$ cat config.mk
export PLATFORM = sky130hd
export DESIGN_NAME = neighbor_range_and_shared_key_check_top_flat
export DESIGN_NICKNAME = d
export VERILOG_FILES = /design/src/nrsk_pkg.sv /design/src/nrsk_if.sv /design/src/neighbor_range_and_shared_key_check_top.sv /design/src/nrsk_front.sv /design/src/nrsk_back.sv /design/src/flat_wrapper.sv
export SDC_FILE = /design/constraint.sdc
export NUM_CORES = 2
export LEC_CHECK = 0
export BUFFER_PORTS_ARGS = -buffer_cell sky130_fd_sc_hd__buf_4
export CAP_MARGIN = 10
export CORE_ASPECT_RATIO = 2
export CORE_UTILIZATION = 63
export CTS_CLUSTER_DIAMETER = 100
export CTS_CLUSTER_SIZE = 14
export DETAILED_ROUTE_END_ITERATION = 7
export PLACE_DENSITY_LB_ADDON = 0.12
export SYNTH_ARGS = -nofsm -noshare
export SYNTH_HDL_FRONTEND = slang
export SYNTH_SLANG_ARGS = --single-unit
export TNS_END_PERCENT = 30
$ cat constraint.sdc
create_clock -name clk_i -period 9.9 [get_ports clk_i]
set_clock_uncertainty 0.05 [all_clocks]
set_input_delay 0.99 -clock clk_i [delete_from_list [all_inputs] [get_ports clk_i]]
set_output_delay 0.99 -clock clk_i [all_outputs]
set_load 0.05 [all_outputs]
$ cat src/nrsk_pkg.sv
// Shared types and constants for the neighbor range and shared key check.
package nrsk_pkg;

  localparam int ID_BITS    = 20;
  localparam int RSIZE_BITS = 7;
  localparam int RANGE_BITS = 19;
  localparam int CFG_BITS   = 19;
  localparam int OPC_BITS   = 2;
  localparam int QDEPTH     = 2;

  localparam logic [6:0]  RING_SIZE_RESET = 7'd8;
  localparam logic [18:0] RANGE_SQ_RESET  = 19'd625;

  // register indexes on the config port
  localparam logic CFG_RING_SIZE = 1'b0;
  localparam logic CFG_RANGE_SQ  = 1'b1;

  // input opcodes
  localparam logic [OPC_BITS-1:0] OPC_OWN_POS = 2'd0;
  localparam logic [OPC_BITS-1:0] OPC_OWN_KEY = 2'd1;
  localparam logic [OPC_BITS-1:0] OPC_HEADER  = 2'd2;
  localparam logic [OPC_BITS-1:0] OPC_NBR_KEY = 2'd3;

  typedef enum logic [1:0] {
    OP_OWN_POS,
    OP_OWN_KEY,
    OP_HEADER,
    OP_NBR_KEY
  } op_e;

  // classified item control, front to back
  typedef struct packed {
    op_e  op;
    logic emit;
  } ctl_t;

  typedef struct packed {
    logic [RSIZE_BITS-1:0] ring_size;
    logic [RANGE_BITS-1:0] range_sq;
  } cfg_t;

endpackage

$ cat src/nrsk_if.sv
// Valid/ready channel interfaces for input items and verdicts.
interface nrsk_in_if #(
  parameter int COORD_BITS = 9,
  parameter int KEY_BITS   = 16
);
  logic                           valid;
  logic                           ready;
  logic [nrsk_pkg::OPC_BITS-1:0]  opcode;
  logic [COORD_BITS-1:0]          x_coord;
  logic [COORD_BITS-1:0]          y_coord;
  logic [nrsk_pkg::ID_BITS-1:0]   neighbor_id;
  logic [KEY_BITS-1:0]            key_value;
  logic                           last_key;

  modport source (output valid, opcode, x_coord, y_coord, neighbor_id, key_value, last_key,
                  input ready);
  modport sink (input valid, opcode, x_coord, y_coord, neighbor_id, key_value, last_key,
                output ready);
endinterface

interface nrsk_out_if;
  logic                         valid;
  logic                         ready;
  logic [nrsk_pkg::ID_BITS-1:0] echo_id;
  logic                         in_range;
  logic                         key_neighbor;

  modport source (output valid, echo_id, in_range, key_neighbor, input ready);
  modport sink (input valid, echo_id, in_range, key_neighbor, output ready);
endinterface

$ cat src/neighbor_range_and_shared_key_check_top.sv
// Top level: config registers, front end classifier queue and back end execution.
// Holds one node's position and key ring and judges candidate neighbors: a header item
// gives the candidate's number and position, neighbor-key items follow, and the key item
// flagged last produces one verdict (in range by exact squared distance, and key neighbor
// when in range and at least one key matched the own ring). The key compare runs against
// all filled ring entries at once, and the range compare finishes the cycle after the
// header. A two-entry queue between the front and back ends and a registered output keep
// input accepts flowing while a verdict waits, so the sustained rate is one item per
// clock if verdicts drain. Configuration must be written only while idle (not enforced).
module neighbor_range_and_shared_key_check_top #(
  parameter int MAX_RING   = 64,
  parameter int KEY_BITS   = 16,
  parameter int COORD_BITS = 9
) (
  input  logic                          clk_i,
  input  logic                          rst_ni,
  input  logic                          cfg_we_i,
  input  logic                          cfg_idx_i,
  input  logic [nrsk_pkg::CFG_BITS-1:0] cfg_data_i,
  nrsk_in_if.sink                       in_if,
  nrsk_out_if.source                    out_if
);

  nrsk_pkg::cfg_t               cfg_q;
  logic                         q_valid, q_ready;
  nrsk_pkg::ctl_t               q_ctl;
  logic [COORD_BITS-1:0]        q_x, q_y;
  logic [nrsk_pkg::ID_BITS-1:0] q_id;
  logic [KEY_BITS-1:0]          q_key;

  always_ff @(posedge clk_i or negedge rst_ni) begin
    if (!rst_ni) begin
      cfg_q.ring_size <= nrsk_pkg::RING_SIZE_RESET;
      cfg_q.range_sq  <= nrsk_pkg::RANGE_SQ_RESET;
    end else if (cfg_we_i) begin
      unique case (cfg_idx_i)
        nrsk_pkg::CFG_RING_SIZE: cfg_q.ring_size <= cfg_data_i[nrsk_pkg::RSIZE_BITS-1:0];
        nrsk_pkg::CFG_RANGE_SQ:  cfg_q.range_sq  <= cfg_data_i[nrsk_pkg::RANGE_BITS-1:0];
      endcase
    end
  end

  nrsk_front #(
    .COORD_BITS(COORD_BITS),
    .KEY_BITS  (KEY_BITS)
  ) u_front (
    .clk_i    (clk_i),
    .rst_ni   (rst_ni),
    .in_if    (in_if),
    .q_valid_o(q_valid),
    .q_ready_i(q_ready),
    .q_ctl_o  (q_ctl),
    .q_x_o    (q_x),
    .q_y_o    (q_y),
    .q_id_o   (q_id),
    .q_key_o  (q_key)
  );

  nrsk_back #(
    .MAX_RING  (MAX_RING),
    .KEY_BITS  (KEY_BITS),
    .COORD_BITS(COORD_BITS)
  ) u_back (
    .clk_i    (clk_i),
    .rst_ni   (rst_ni),
    .cfg_i    (cfg_q),
    .q_valid_i(q_valid),
    .q_ready_o(q_ready),
    .q_ctl_i  (q_ctl),
    .q_x_i    (q_x),
    .q_y_i    (q_y),
    .q_id_i   (q_id),
    .q_key_i  (q_key),
    .out_if   (out_if)
  );

endmodule

$ cat src/nrsk_front.sv
// Front end: accepts input items, classifies the opcode, and queues them for the back end.
module nrsk_front #(
  parameter int COORD_BITS = 9,
  parameter int KEY_BITS   = 16
) (
  input  logic                         clk_i,
  input  logic                         rst_ni,
  nrsk_in_if.sink                      in_if,
  output logic                         q_valid_o,
  input  logic                         q_ready_i,
  output nrsk_pkg::ctl_t               q_ctl_o,
  output logic [COORD_BITS-1:0]        q_x_o,
  output logic [COORD_BITS-1:0]        q_y_o,
  output logic [nrsk_pkg::ID_BITS-1:0] q_id_o,
  output logic [KEY_BITS-1:0]          q_key_o
);

  localparam int CNT_BITS = $clog2(nrsk_pkg::QDEPTH + 1);
  localparam int PTR_BITS = $clog2(nrsk_pkg::QDEPTH);

  nrsk_pkg::ctl_t               ctl;
  nrsk_pkg::ctl_t               ctl_q [nrsk_pkg::QDEPTH];
  logic [COORD_BITS-1:0]        x_q   [nrsk_pkg::QDEPTH];
  logic [COORD_BITS-1:0]        y_q   [nrsk_pkg::QDEPTH];
  logic [nrsk_pkg::ID_BITS-1:0] id_q  [nrsk_pkg::QDEPTH];
  logic [KEY_BITS-1:0]          key_q [nrsk_pkg::QDEPTH];

  logic [CNT_BITS-1:0] cnt_q, cnt_d;
  logic [PTR_BITS-1:0] wr_ptr_q, rd_ptr_q;
  logic                push, pop;

  always_comb begin
    unique case (in_if.opcode)
      nrsk_pkg::OPC_OWN_POS: ctl.op = nrsk_pkg::OP_OWN_POS;
      nrsk_pkg::OPC_OWN_KEY: ctl.op = nrsk_pkg::OP_OWN_KEY;
      nrsk_pkg::OPC_HEADER:  ctl.op = nrsk_pkg::OP_HEADER;
      nrsk_pkg::OPC_NBR_KEY: ctl.op = nrsk_pkg::OP_NBR_KEY;
    endcase
    // only the final neighbor key produces a verdict
    ctl.emit = (in_if.opcode == nrsk_pkg::OPC_NBR_KEY) && in_if.last_key;
  end

  assign in_if.ready = (cnt_q != CNT_BITS'(nrsk_pkg::QDEPTH));
  assign push        = in_if.valid && in_if.ready;
  assign q_valid_o   = (cnt_q != '0);
  assign pop         = q_valid_o && q_ready_i;

  always_comb begin
    cnt_d = cnt_q;
    if (push && !pop) begin
      cnt_d = cnt_q + CNT_BITS'(1);
    end else if (pop && !push) begin
      cnt_d = cnt_q - CNT_BITS'(1);
    end
  end

  always_ff @(posedge clk_i or negedge rst_ni) begin
    if (!rst_ni) begin
      cnt_q    <= '0;
      wr_ptr_q <= '0;
      rd_ptr_q <= '0;
    end else begin
      cnt_q <= cnt_d;
      if (push) begin
        wr_ptr_q <= wr_ptr_q + PTR_BITS'(1);
      end
      if (pop) begin
        rd_ptr_q <= rd_ptr_q + PTR_BITS'(1);
      end
    end
  end

  always_ff @(posedge clk_i) begin
    if (push) begin
      ctl_q[wr_ptr_q] <= ctl;
      x_q[wr_ptr_q]   <= in_if.x_coord;
      y_q[wr_ptr_q]   <= in_if.y_coord;
      id_q[wr_ptr_q]  <= in_if.neighbor_id;
      key_q[wr_ptr_q] <= in_if.key_value;
    end
  end

  assign q_ctl_o = ctl_q[rd_ptr_q];
  assign q_x_o   = x_q[rd_ptr_q];
  assign q_y_o   = y_q[rd_ptr_q];
  assign q_id_o  = id_q[rd_ptr_q];
  assign q_key_o = key_q[rd_ptr_q];

endmodule

$ cat src/nrsk_back.sv
// Back end: own position and key ring, distance test, key match, and verdict register.
module nrsk_back #(
  parameter int MAX_RING   = 64,
  parameter int KEY_BITS   = 16,
  parameter int COORD_BITS = 9
) (
  input  logic                         clk_i,
  input  logic                         rst_ni,
  input  nrsk_pkg::cfg_t               cfg_i,
  input  logic                         q_valid_i,
  output logic                         q_ready_o,
  input  nrsk_pkg::ctl_t               q_ctl_i,
  input  logic [COORD_BITS-1:0]        q_x_i,
  input  logic [COORD_BITS-1:0]        q_y_i,
  input  logic [nrsk_pkg::ID_BITS-1:0] q_id_i,
  input  logic [KEY_BITS-1:0]          q_key_i,
  nrsk_out_if.source                   out_if
);

  localparam int SZW   = $clog2(MAX_RING + 1);
  localparam int IW    = (MAX_RING > 1) ? $clog2(MAX_RING) : 1;
  localparam int SQW   = 2 * COORD_BITS;
  localparam int SUMW  = SQW + 1;
  localparam int CMPW  = (SUMW > nrsk_pkg::RANGE_BITS) ? SUMW : nrsk_pkg::RANGE_BITS;

  logic [COORD_BITS-1:0]        own_x_q, own_y_q;
  logic [KEY_BITS-1:0]          ring_q [MAX_RING];
  logic [SZW-1:0]               fill_q, fill_d;
  logic [nrsk_pkg::ID_BITS-1:0] cand_id_q;
  logic                         cand_in_range_q;
  logic                         shared_q;
  logic                         pend_q;
  logic [SQW-1:0]               dx2_q, dy2_q;

  logic                         out_valid_q;
  logic [nrsk_pkg::ID_BITS-1:0] out_id_q;
  logic                         out_in_range_q, out_key_nbr_q;

  logic [SZW-1:0]        eff_size, limit;
  logic [IW-1:0]         wr_idx;
  logic [COORD_BITS-1:0] dx, dy;
  logic [SQW-1:0]        dx2_d, dy2_d;
  logic [SUMW-1:0]       dist_sq;
  logic                  in_range_now, match, shared_next;
  logic                  pop, do_pos, do_own_key, do_hdr, do_nbr_key;

  assign q_ready_o  = !q_ctl_i.emit || !out_valid_q || out_if.ready;
  assign pop        = q_valid_i && q_ready_o;
  assign do_pos     = pop && (q_ctl_i.op == nrsk_pkg::OP_OWN_POS);
  assign do_own_key = pop && (q_ctl_i.op == nrsk_pkg::OP_OWN_KEY);
  assign do_hdr     = pop && (q_ctl_i.op == nrsk_pkg::OP_HEADER);
  assign do_nbr_key = pop && (q_ctl_i.op == nrsk_pkg::OP_NBR_KEY);

  // ring size 0 acts as 1, oversize clamps to the ring depth
  always_comb begin
    if (cfg_i.ring_size == '0) begin
      eff_size = SZW'(1);
    end else if (32'(cfg_i.ring_size) > MAX_RING) begin
      eff_size = SZW'(MAX_RING);
    end else begin
      eff_size = SZW'(cfg_i.ring_size);
    end
    limit = (fill_q < eff_size) ? fill_q : eff_size;
  end

  // full ring restarts at entry 0
  always_comb begin
    if (fill_q >= eff_size) begin
      wr_idx = '0;
      fill_d = SZW'(1);
    end else begin
      wr_idx = fill_q[IW-1:0];
      fill_d = fill_q + SZW'(1);
    end
  end

  // header: squares registered, sum and compare the cycle after
  always_comb begin
    dx      = (own_x_q >= q_x_i) ? (own_x_q - q_x_i) : (q_x_i - own_x_q);
    dy      = (own_y_q >= q_y_i) ? (own_y_q - q_y_i) : (q_y_i - own_y_q);
    dx2_d   = SQW'(dx) * SQW'(dx);
    dy2_d   = SQW'(dy) * SQW'(dy);
    dist_sq = SUMW'(dx2_q) + SUMW'(dy2_q);
    in_range_now = pend_q ? (CMPW'(dist_sq) <= CMPW'(cfg_i.range_sq)) : cand_in_range_q;
  end

  // compare the neighbor key against every filled ring entry at once
  always_comb begin
    match = 1'b0;
    for (int j = 0; j < MAX_RING; j++) begin
      if ((SZW'(j) < limit) && (ring_q[j] == q_key_i)) begin
        match = 1'b1;
      end
    end
    shared_next = shared_q || match;
  end

  always_ff @(posedge clk_i or negedge rst_ni) begin
    if (!rst_ni) begin
      own_x_q         <= '0;
      own_y_q         <= '0;
      fill_q          <= '0;
      cand_id_q       <= '0;
      cand_in_range_q <= 1'b0;
      shared_q        <= 1'b0;
      pend_q          <= 1'b0;
      out_valid_q     <= 1'b0;
    end else begin
      pend_q <= do_hdr;
      if (pend_q) begin
        cand_in_range_q <= in_range_now;
      end
      if (do_pos) begin
        own_x_q <= q_x_i;
        own_y_q <= q_y_i;
      end
      if (do_own_key) begin
        fill_q <= fill_d;
      end
      if (do_hdr) begin
        cand_id_q <= q_id_i;
        shared_q  <= 1'b0;
      end
      if (do_nbr_key) begin
        shared_q <= q_ctl_i.emit ? 1'b0 : shared_next;
      end
      if (do_nbr_key && q_ctl_i.emit) begin
        out_valid_q <= 1'b1;
      end else if (out_if.ready) begin
        out_valid_q <= 1'b0;
      end
    end
  end

  always_ff @(posedge clk_i) begin
    if (do_own_key) begin
      ring_q[wr_idx] <= q_key_i;
    end
    if (do_hdr) begin
      dx2_q <= dx2_d;
      dy2_q <= dy2_d;
    end
    if (do_nbr_key && q_ctl_i.emit) begin
      out_id_q       <= cand_id_q;
      out_in_range_q <= in_range_now;
      out_key_nbr_q  <= in_range_now && shared_next;
    end
  end

  assign out_if.valid        = out_valid_q;
  assign out_if.echo_id      = out_id_q;
  assign out_if.in_range     = out_in_range_q;
  assign out_if.key_neighbor = out_key_nbr_q;

endmodule
$ cat src/flat_wrapper.sv
// flat-port wrapper written by rule: the top's interface ports become plain ports
module neighbor_range_and_shared_key_check_top_flat 
#(
  parameter int MAX_RING   = 64,
  parameter int KEY_BITS   = 16,
  parameter int COORD_BITS = 9
)
  (clk_i, rst_ni, cfg_we_i, cfg_idx_i, cfg_data_i, in_if_valid, in_if_opcode, in_if_x_coord, in_if_y_coord, in_if_neighbor_id, in_if_key_value, in_if_last_key, in_if_ready, out_if_valid, out_if_echo_id, out_if_in_range, out_if_key_neighbor, out_if_ready);
  nrsk_in_if #(.COORD_BITS(COORD_BITS), .KEY_BITS(KEY_BITS)) in_if_i ();
  nrsk_out_if out_if_i ();
  input  logic clk_i;
  input  logic rst_ni;
  input  logic cfg_we_i;
  input  logic cfg_idx_i;
  input  logic [nrsk_pkg::CFG_BITS-1:0] cfg_data_i;
  input wire logic [$bits(in_if_i.valid)-1:0] in_if_valid;
  input wire logic [$bits(in_if_i.opcode)-1:0] in_if_opcode;
  input wire logic [$bits(in_if_i.x_coord)-1:0] in_if_x_coord;
  input wire logic [$bits(in_if_i.y_coord)-1:0] in_if_y_coord;
  input wire logic [$bits(in_if_i.neighbor_id)-1:0] in_if_neighbor_id;
  input wire logic [$bits(in_if_i.key_value)-1:0] in_if_key_value;
  input wire logic [$bits(in_if_i.last_key)-1:0] in_if_last_key;
  output wire logic [$bits(in_if_i.ready)-1:0] in_if_ready;
  output wire logic [$bits(out_if_i.valid)-1:0] out_if_valid;
  output wire logic [$bits(out_if_i.echo_id)-1:0] out_if_echo_id;
  output wire logic [$bits(out_if_i.in_range)-1:0] out_if_in_range;
  output wire logic [$bits(out_if_i.key_neighbor)-1:0] out_if_key_neighbor;
  input wire logic [$bits(out_if_i.ready)-1:0] out_if_ready;
  assign in_if_i.valid = in_if_valid;
  assign in_if_i.opcode = in_if_opcode;
  assign in_if_i.x_coord = in_if_x_coord;
  assign in_if_i.y_coord = in_if_y_coord;
  assign in_if_i.neighbor_id = in_if_neighbor_id;
  assign in_if_i.key_value = in_if_key_value;
  assign in_if_i.last_key = in_if_last_key;
  assign in_if_ready = in_if_i.ready;
  assign out_if_valid = out_if_i.valid;
  assign out_if_echo_id = out_if_i.echo_id;
  assign out_if_in_range = out_if_i.in_range;
  assign out_if_key_neighbor = out_if_i.key_neighbor;
  assign out_if_i.ready = out_if_ready;
  neighbor_range_and_shared_key_check_top #(.MAX_RING(MAX_RING), .KEY_BITS(KEY_BITS), .COORD_BITS(COORD_BITS)) u_core (.clk_i(clk_i), .rst_ni(rst_ni), .cfg_we_i(cfg_we_i), .cfg_idx_i(cfg_idx_i), .cfg_data_i(cfg_data_i), .in_if(in_if_i), .out_if(out_if_i));
endmodule
Word level (Yosys, flattened, before mapping). Memory sizes are Yosys's and may differ from the RTL's. A register that Yosys moved wholly into a read port is not among the register bits. Index checks and enable logic that the tools add are counted. W data, S select, Z words.

Muxes and demuxes: 84. $add $sub $neg: 10. $lt $le $gt $ge: 70. Reduce and logical (&&, ||, !) cells: 92. Div/mod/pow operators: 0. Bitwise gates (word level): 1. $mul: 2. Shift-type cells: 0. Equality and inequality tests: 71.

Operators by type and width (count): $eq A16 B16 Y1 (64); $lt A6 B7 Y1 const A (32); $lt A5 B7 Y1 const A (16); $logic_and A1 B1 Y1 (75); $mux W1 (74); $lt A4 B7 Y1 const A (8); $mul A9 B9 Y18 (2); $sub A9 B9 Y9 (4); $lt A3 B7 Y1 const A (4); $mux W7 (4); $add A18 B18 Y19 (1); $le A19 B19 Y1 (1); $ge A9 B9 Y1 (2); $mux W9 (2); $lt A1 B7 Y1 const A (2); $lt A2 B7 Y1 const A (2); $eq A2 B2 Y1 const B (4); $pmux W2 S4 (1); $reduce_bool A2 Y1 (4); $add A7 B1 Y7 const B (1); $ge A7 B7 Y1 (1); $gt A7 B7 Y1 const B (1); $logic_not A7 Y1 (1); $lt A7 B7 Y1 (1); other kinds (12) (23).

Word-level logic and storage cells: 353. Memories kept: 6. Register bits: 117. Memory bits (writable): 1138. Bits in latches: 0. Output and inout port bits: 24. Memory bits (read-only): 0. Input port bits: 82.

Memories: u_core.u_back.ring_q (depth 64, bits a word 16, read ports 64, clocked after memory_dff 0, wr ports 1, line nrsk_back.sv:27) `logic [KEY_BITS-1:0] ring_q [MAX_RING];`; u_core.u_front.id_q (depth 2, bits a word 20, read ports 1, clocked after memory_dff 1, wr ports 1, line nrsk_front.sv:25) `logic [nrsk_pkg::ID_BITS-1:0] id_q [nrsk_pkg::QDEPTH];`; u_core.u_front.key_q (depth 2, bits a word 16, read ports 1, clocked after memory_dff 0, wr ports 1, line nrsk_front.sv:26) `logic [KEY_BITS-1:0] key_q [nrsk_pkg::QDEPTH];`; u_core.u_front.x_q (depth 2, bits a word 9, read ports 1, clocked after memory_dff 0, wr ports 1, line nrsk_front.sv:23) `logic [COORD_BITS-1:0] x_q [nrsk_pkg::QDEPTH];`; u_core.u_front.y_q (depth 2, bits a word 9, read ports 1, clocked after memory_dff 0, wr ports 1, line nrsk_front.sv:24) `logic [COORD_BITS-1:0] y_q [nrsk_pkg::QDEPTH];`; u_core.u_front.ctl_q (depth 2, bits a word 3, read ports 1, clocked after memory_dff 0, wr ports 1, line nrsk_front.sv:22) `nrsk_pkg::ctl_t ctl_q [nrsk_pkg::QDEPTH];`.

Depth between registers and ports, before layout.
Depth in word-level cells: 74. Depth in mapped cells: 37. Depth with buffers taken out: 32.

Cells and area by module. From an unflattened synthesis, not the netlist that was laid out.

Cells, all modules: 4159. Area total of the unflattened synthesis: 60103.9 µm².

By module, submodules not included: nrsk_back (area each 54669.9 µm², instances 1, seq. area each 33657.3 µm², cells an instance 3905); nrsk_front (area each 4396.7 µm², instances 1, seq. area each 3523.4 µm², cells an instance 198); neighbor_range_and_shared_key_check_top (area each 1037.2 µm², instances 1, seq. area each 658.1 µm², cells an instance 56).

Worst setup path before layout. Ideal clock, no wire load.

Kind: flip-flop to flip-flop. Start: register u_core.u_front.rd_ptr_q. End: register u_core.u_back.dy2_q[17], data pin. Setup slack: 1.415 ns. Cell stages (with the launch flop): 36. Arrival time: 8.174 ns. Path buffers: 5. Setup time: 0.261 ns. Period minus slack after synthesis: 8.485 ns. Required time: 9.589 ns. Path through: dfrtp_1 > buf_4 > buf_4 > buf_2 > buf_1 > mux2i_1 > inv_1 > ha_1 > nor2b_1 > o21ai_0 > nand3b_1 > a21oi_1 > buf_2 > mux2i_1 > o21ai_0 > a221oi_1 > xor2_1 > nor2_1 > fa_1 > inv_1 > fa_1 > inv_1 > ha_1 > inv_1 > fa_1 > inv_1 > ha_1 > a21o_1 > a21oi_1 > o21ai_0 > a31oi_1 > nand2b_1 > a21boi_0 > o41ai_1 > o21ai_0 > xnor2_1.

Longest elaborated chain between the ends: 4. Elaborated cells between the ends (all ways): 6. Classes of those cells: add/sub: 2; mul: 1; order compare: 1; mux: 1; memory: 1.

RTL lines: from (decl) (line nrsk_front.sv:29) `logic [PTR_BITS-1:0] wr_ptr_q, rd_ptr_q;`; from (signal assigned) (line nrsk_front.sv:68) `rd_ptr_q <= rd_ptr_q + PTR_BITS'(1);`; $mem_v2 Z2 W9 (*); net u_core.q_y[1] (line neighbor_range_and_shared_key_check_top.sv:27) `logic [COORD_BITS-1:0] q_x, q_y;`; $sub A9 B9 Y9 / $ge A9 B9 Y1 (equally long branches) (line nrsk_back.sv:80) `dy = (own_y_q >= q_y_i) ? (own_y_q - q_y_i) : (q_y_i - own_y_q);`; $mux W9 (*) (line nrsk_back.sv:80); $mul A9 B9 Y18 (*) (line nrsk_back.sv:82) `dy2_d = SQW'(dy) * SQW'(dy);`; net u_core.u_back.dy2_d[17] (line nrsk_back.sv:42) `logic [SQW-1:0] dx2_d, dy2_d;`; to (signal assigned) (line nrsk_back.sv:141) `dy2_q <= dy2_d;`; to (decl) (line nrsk_back.sv:33) `logic [SQW-1:0] dx2_q, dy2_q;`.

The timed path passes the listed nets; every way through them passes the cells marked *. A chain may end at the register's enable or synchronous reset.

Worst setup path in the final report.
Start: register u_core.u_front.rd_ptr_q. End: register u_core.u_back.dx2_q[17], data pin.

Longest elaborated chain between the ends: 4. Elaborated cells between the ends (all ways): 6. Classes of those cells: add/sub: 2; mul: 1; order compare: 1; mux: 1; memory: 1.

RTL lines: $mem_v2 Z2 W9 (*); net u_core.q_x[4] (line neighbor_range_and_shared_key_check_top.sv:27); $sub A9 B9 Y9 / $ge A9 B9 Y1 (equally long branches) (line nrsk_back.sv:79) `dx = (own_x_q >= q_x_i) ? (own_x_q - q_x_i) : (q_x_i - own_x_q);`; $mux W9 (*) (line nrsk_back.sv:79); $mul A9 B9 Y18 (*) (line nrsk_back.sv:81) `dx2_d = SQW'(dx) * SQW'(dx);`; net u_core.u_back.dx2_d[17] (line nrsk_back.sv:42); to (signal assigned) (line nrsk_back.sv:140) `dx2_q <= dx2_d;`; to (decl) (line nrsk_back.sv:33).

Marks and branches as above.

==> impl_results.md <==
- Die Area: around 95000 um2
- Post-Syn Instances: about 4100
- Post-DR wirelength/cell: approximately 28 um
- Final hold vios: 0
- Top cells by area, synth: edfxtp_1 60%, xnor2_1 15%, ha_1 3.1%
- CP Max Fanout: 26
- Root Buffer: clkbuf_16
- Period utilisation layout: about 86%
- CTS Sinks: around 1300
- Total core area: about 93000 um2
- Post-synth net total: 4439
- Yosys warnings: 0
- WP data arrival: around 9000 ps
- DRT iter0 DRCs: ~2800
- Worst-Skew Late Latency: around 750 ps
- Worst Max-Slew Pin Slew: approximately 1200 ps
- HP Class: primary input to async pin
- Post-route minimum period: roughly 8500 ps
- Synth area leader: edfxtp_1
- Drt via density: 6.20
- Mapped cell area: between 50000 and 60000 um2
- Gr ovfl total: 0
- Crit-path most repeated cell: a21oi_1
- Residual DRC: 0
- Synth Flop Type: edfxtp_1
- Crit end category: register
- Max Freq: 118 MHz
- Initial antenna violation count: 4
- Number of CTS-inserted buffers: 100
- Drt first pass iters: 5
- Clock-pin slew on the worst setup and hold paths: 80 ps
- Share of the synthesized area in the top cell type: a little over 60%
- Clock Tree Buf Depth: 3
- First-pass GRT wire length: roughly 230 mm
- # nets final: roughly 4600
- Register area share after synthesis: a little under two thirds
- Total Routing Usage GR: 33.2%
- Crit-path slowest cell: dfrtp_4
- Routed wire length: about 150 mm
- Async S/R FF share, synth: about 6.2%
- Number of global-route vias before repair: ~36000
- Dpl hpwl: around 90 mm
- CP Buf/Inv Count: 4
- Post-synth EDFFs: ~1200
- Syn-to-layout area delta: 9.60%
- Final setup viols: 0
- CTS tree: built
- Layout cells sized above 1: approximately 10%
- Postcts setup bufs: 0
- Die height: ~440 um
- H-Tree Depth: 3
- Max-slew violation count: 0
- Largest delay contributor family on the critical path: compound AO/OA/AOI/OAI gates
- #FFs+latches synth: 1273
- Std cell rows: 158
- Vias after detailed routing: 34500
- Synth unique cells: 70
- Largest net degree at the start of global routing: between 60 and 70
- Max Cap Viol: 0
- IO Port Bufs: between 100 and 150
- RSZ-0062 raised after global routing: no
- Status: finished, final reports clean
- Data required time of the critical path: about 10000 ps
- Die width: approximately 220 um
- Slew HR: a little under a fifth
- CTS Hold Bufs: 0
- RePlAce Congestion: between 0.9 and 1
- Critical path type: register to register
- Worst path max stage delay: around 710 ps
- Setup_tns: 0 ps
- Syn_area_per_cell: around 14 um2
- Antenna-violating nets left: 0
- CTS resizes: 0
- Initial core utilization: 63.9%
- Critical Path Start Type: register
- Io pins: ~110
## metal layers
| layer | routed length, um | share of wire [%] | vias to the layer above | GRT usage (%) |
|---|---|---|---|---|
| met2 | 83000 | 54 | 1473 | 61.0 |
| li1 | - | - | 15200 | - |
| met4 | 9120 | 5.9 | 2 | 17.1 |
| met5 | 17 | 0.011 | - | 0 |
| met3 | 9980 | 6.5 | 422 | 4.88 |
| met1 | 52500 | 34 | 17500 | 36.7 |
## kinds of logic after synthesis
kind of cell / Yosys count / share of synthesized area, %
adders and majority gates: 219 / 5.53
xor gates and xnor gates: 1084 / 16.0
and+or+nand+nor: 781 / 6.89
buffers and inverters: 368 / 2.69
DFF: 1273 / 63.8
AOI/OAI and AO/OA: 304 / 3.22
muxes: 109 / 1.91
## path summary, 6_finish.rpt
path / cells past startpoint / from / slack [ps] / end
worst max-delay path: 29 / u_core.u_front.rd_ptr_q / 1390 / u_core.u_back.dx2_q[17]
max in group asynchronous: 2 / rst_ni / 8490 / u_core.u_front.rd_ptr_q
worst min register to register: 0 / u_core.u_back.cand_id_q[6] / 400 / u_core.u_back.out_if.echo_id[6]
worst max register to register: 29 / u_core.u_front.rd_ptr_q / 1390 / u_core.u_back.dx2_q[17]
worst min-delay path: 1 / rst_ni / 240 / u_core.cfg_q[8]
min in group clk_i: 1 / in_if_y_coord[8] / 370 / u_core.u_front.y_q[1][8]
## metrics by stage
step	hold slack, ps	area (um2)	util (%)	worst slack (ps)	std cells
finish	237	65000	70.0	1390	5567
global route	247	65000	70.0	730	5566
CTS	228	64900	69.8	1410	5544
detailed placement	384	62000	66.7	1410	5377
global placement	379	62000	66.7	1580	5377
floorplan	376	59300	-	1420	4138
## Yosys cell counts, types with 4 or more instances
cell type	number
edfxtp_1	1194
or2_2	12
o21bai_1	11
nor2_1	221
nand4_1	82
xnor2_1	1005
nand3_1	25
buf_1	11
mux2i_1	75
and3_1	9
a31oi_1	16
o22ai_1	15
fa_1	72
a2111oi_0	8
nor3_1	35
ha_1	147
nor4_1	251
xor2_1	79
inv_1	196
o31ai_1	4
or3_1	10
clkbuf_1	44
a21boi_0	4
buf_2	93
a211oi_1	11
dfrtp_1	73
o21ai_0	58
nand2_1	78
o21a_1	11
buf_4	22
nand2b_1	18
nor2b_1	21
a21oi_1	107
a21o_1	22
dfstp_2	6
nand3b_1	6
mux2_2	34
## cell type report
class	count	area, um2
Antenna cell	2	5.00
Clock buffer	160	2730
Clock inverter	7	155
Fill cell	6291	27900
Inverter	196	756
Multi-Input combinational cell	2497	20100
Sequential cell	1273	37800
Tap cell	1200	1500
Timing Repair Buffer	232	1910
## sequential cells by signal, indices dropped and copies added, names as in the netlist, 18 cells and up
| signal | flops |
|---|---|
| u_core.u_back.ring_q | 1024 |
| u_core.u_front.x_q | 18 |
| u_core.u_back.cand_id_q | 20 |
| u_core.u_front.key_q | 32 |
| u_core.u_front.id_q | 40 |
| u_core.u_front.y_q | 18 |
| u_core.cfg_q | 26 |
| u_core.u_back.out_if.echo_id | 20 |
## cells in the final DEF (no fill, tap or decap), drive strengths merged, types with 72 or more instances in the layout
cell type,count
xnor2,1005
buf,232
nor2,221
nand4,82
ha,147
nand2,78
clkbuf,160
inv,183
fa,72
mux2i,75
nor4,251
a21oi,110
xor2,79
edfxtp,1194
dfrtp,73
Power is left out: the tool's default activity adds up to more than one toggle a clock period on the data nets, which glitch-free logic cannot reach.
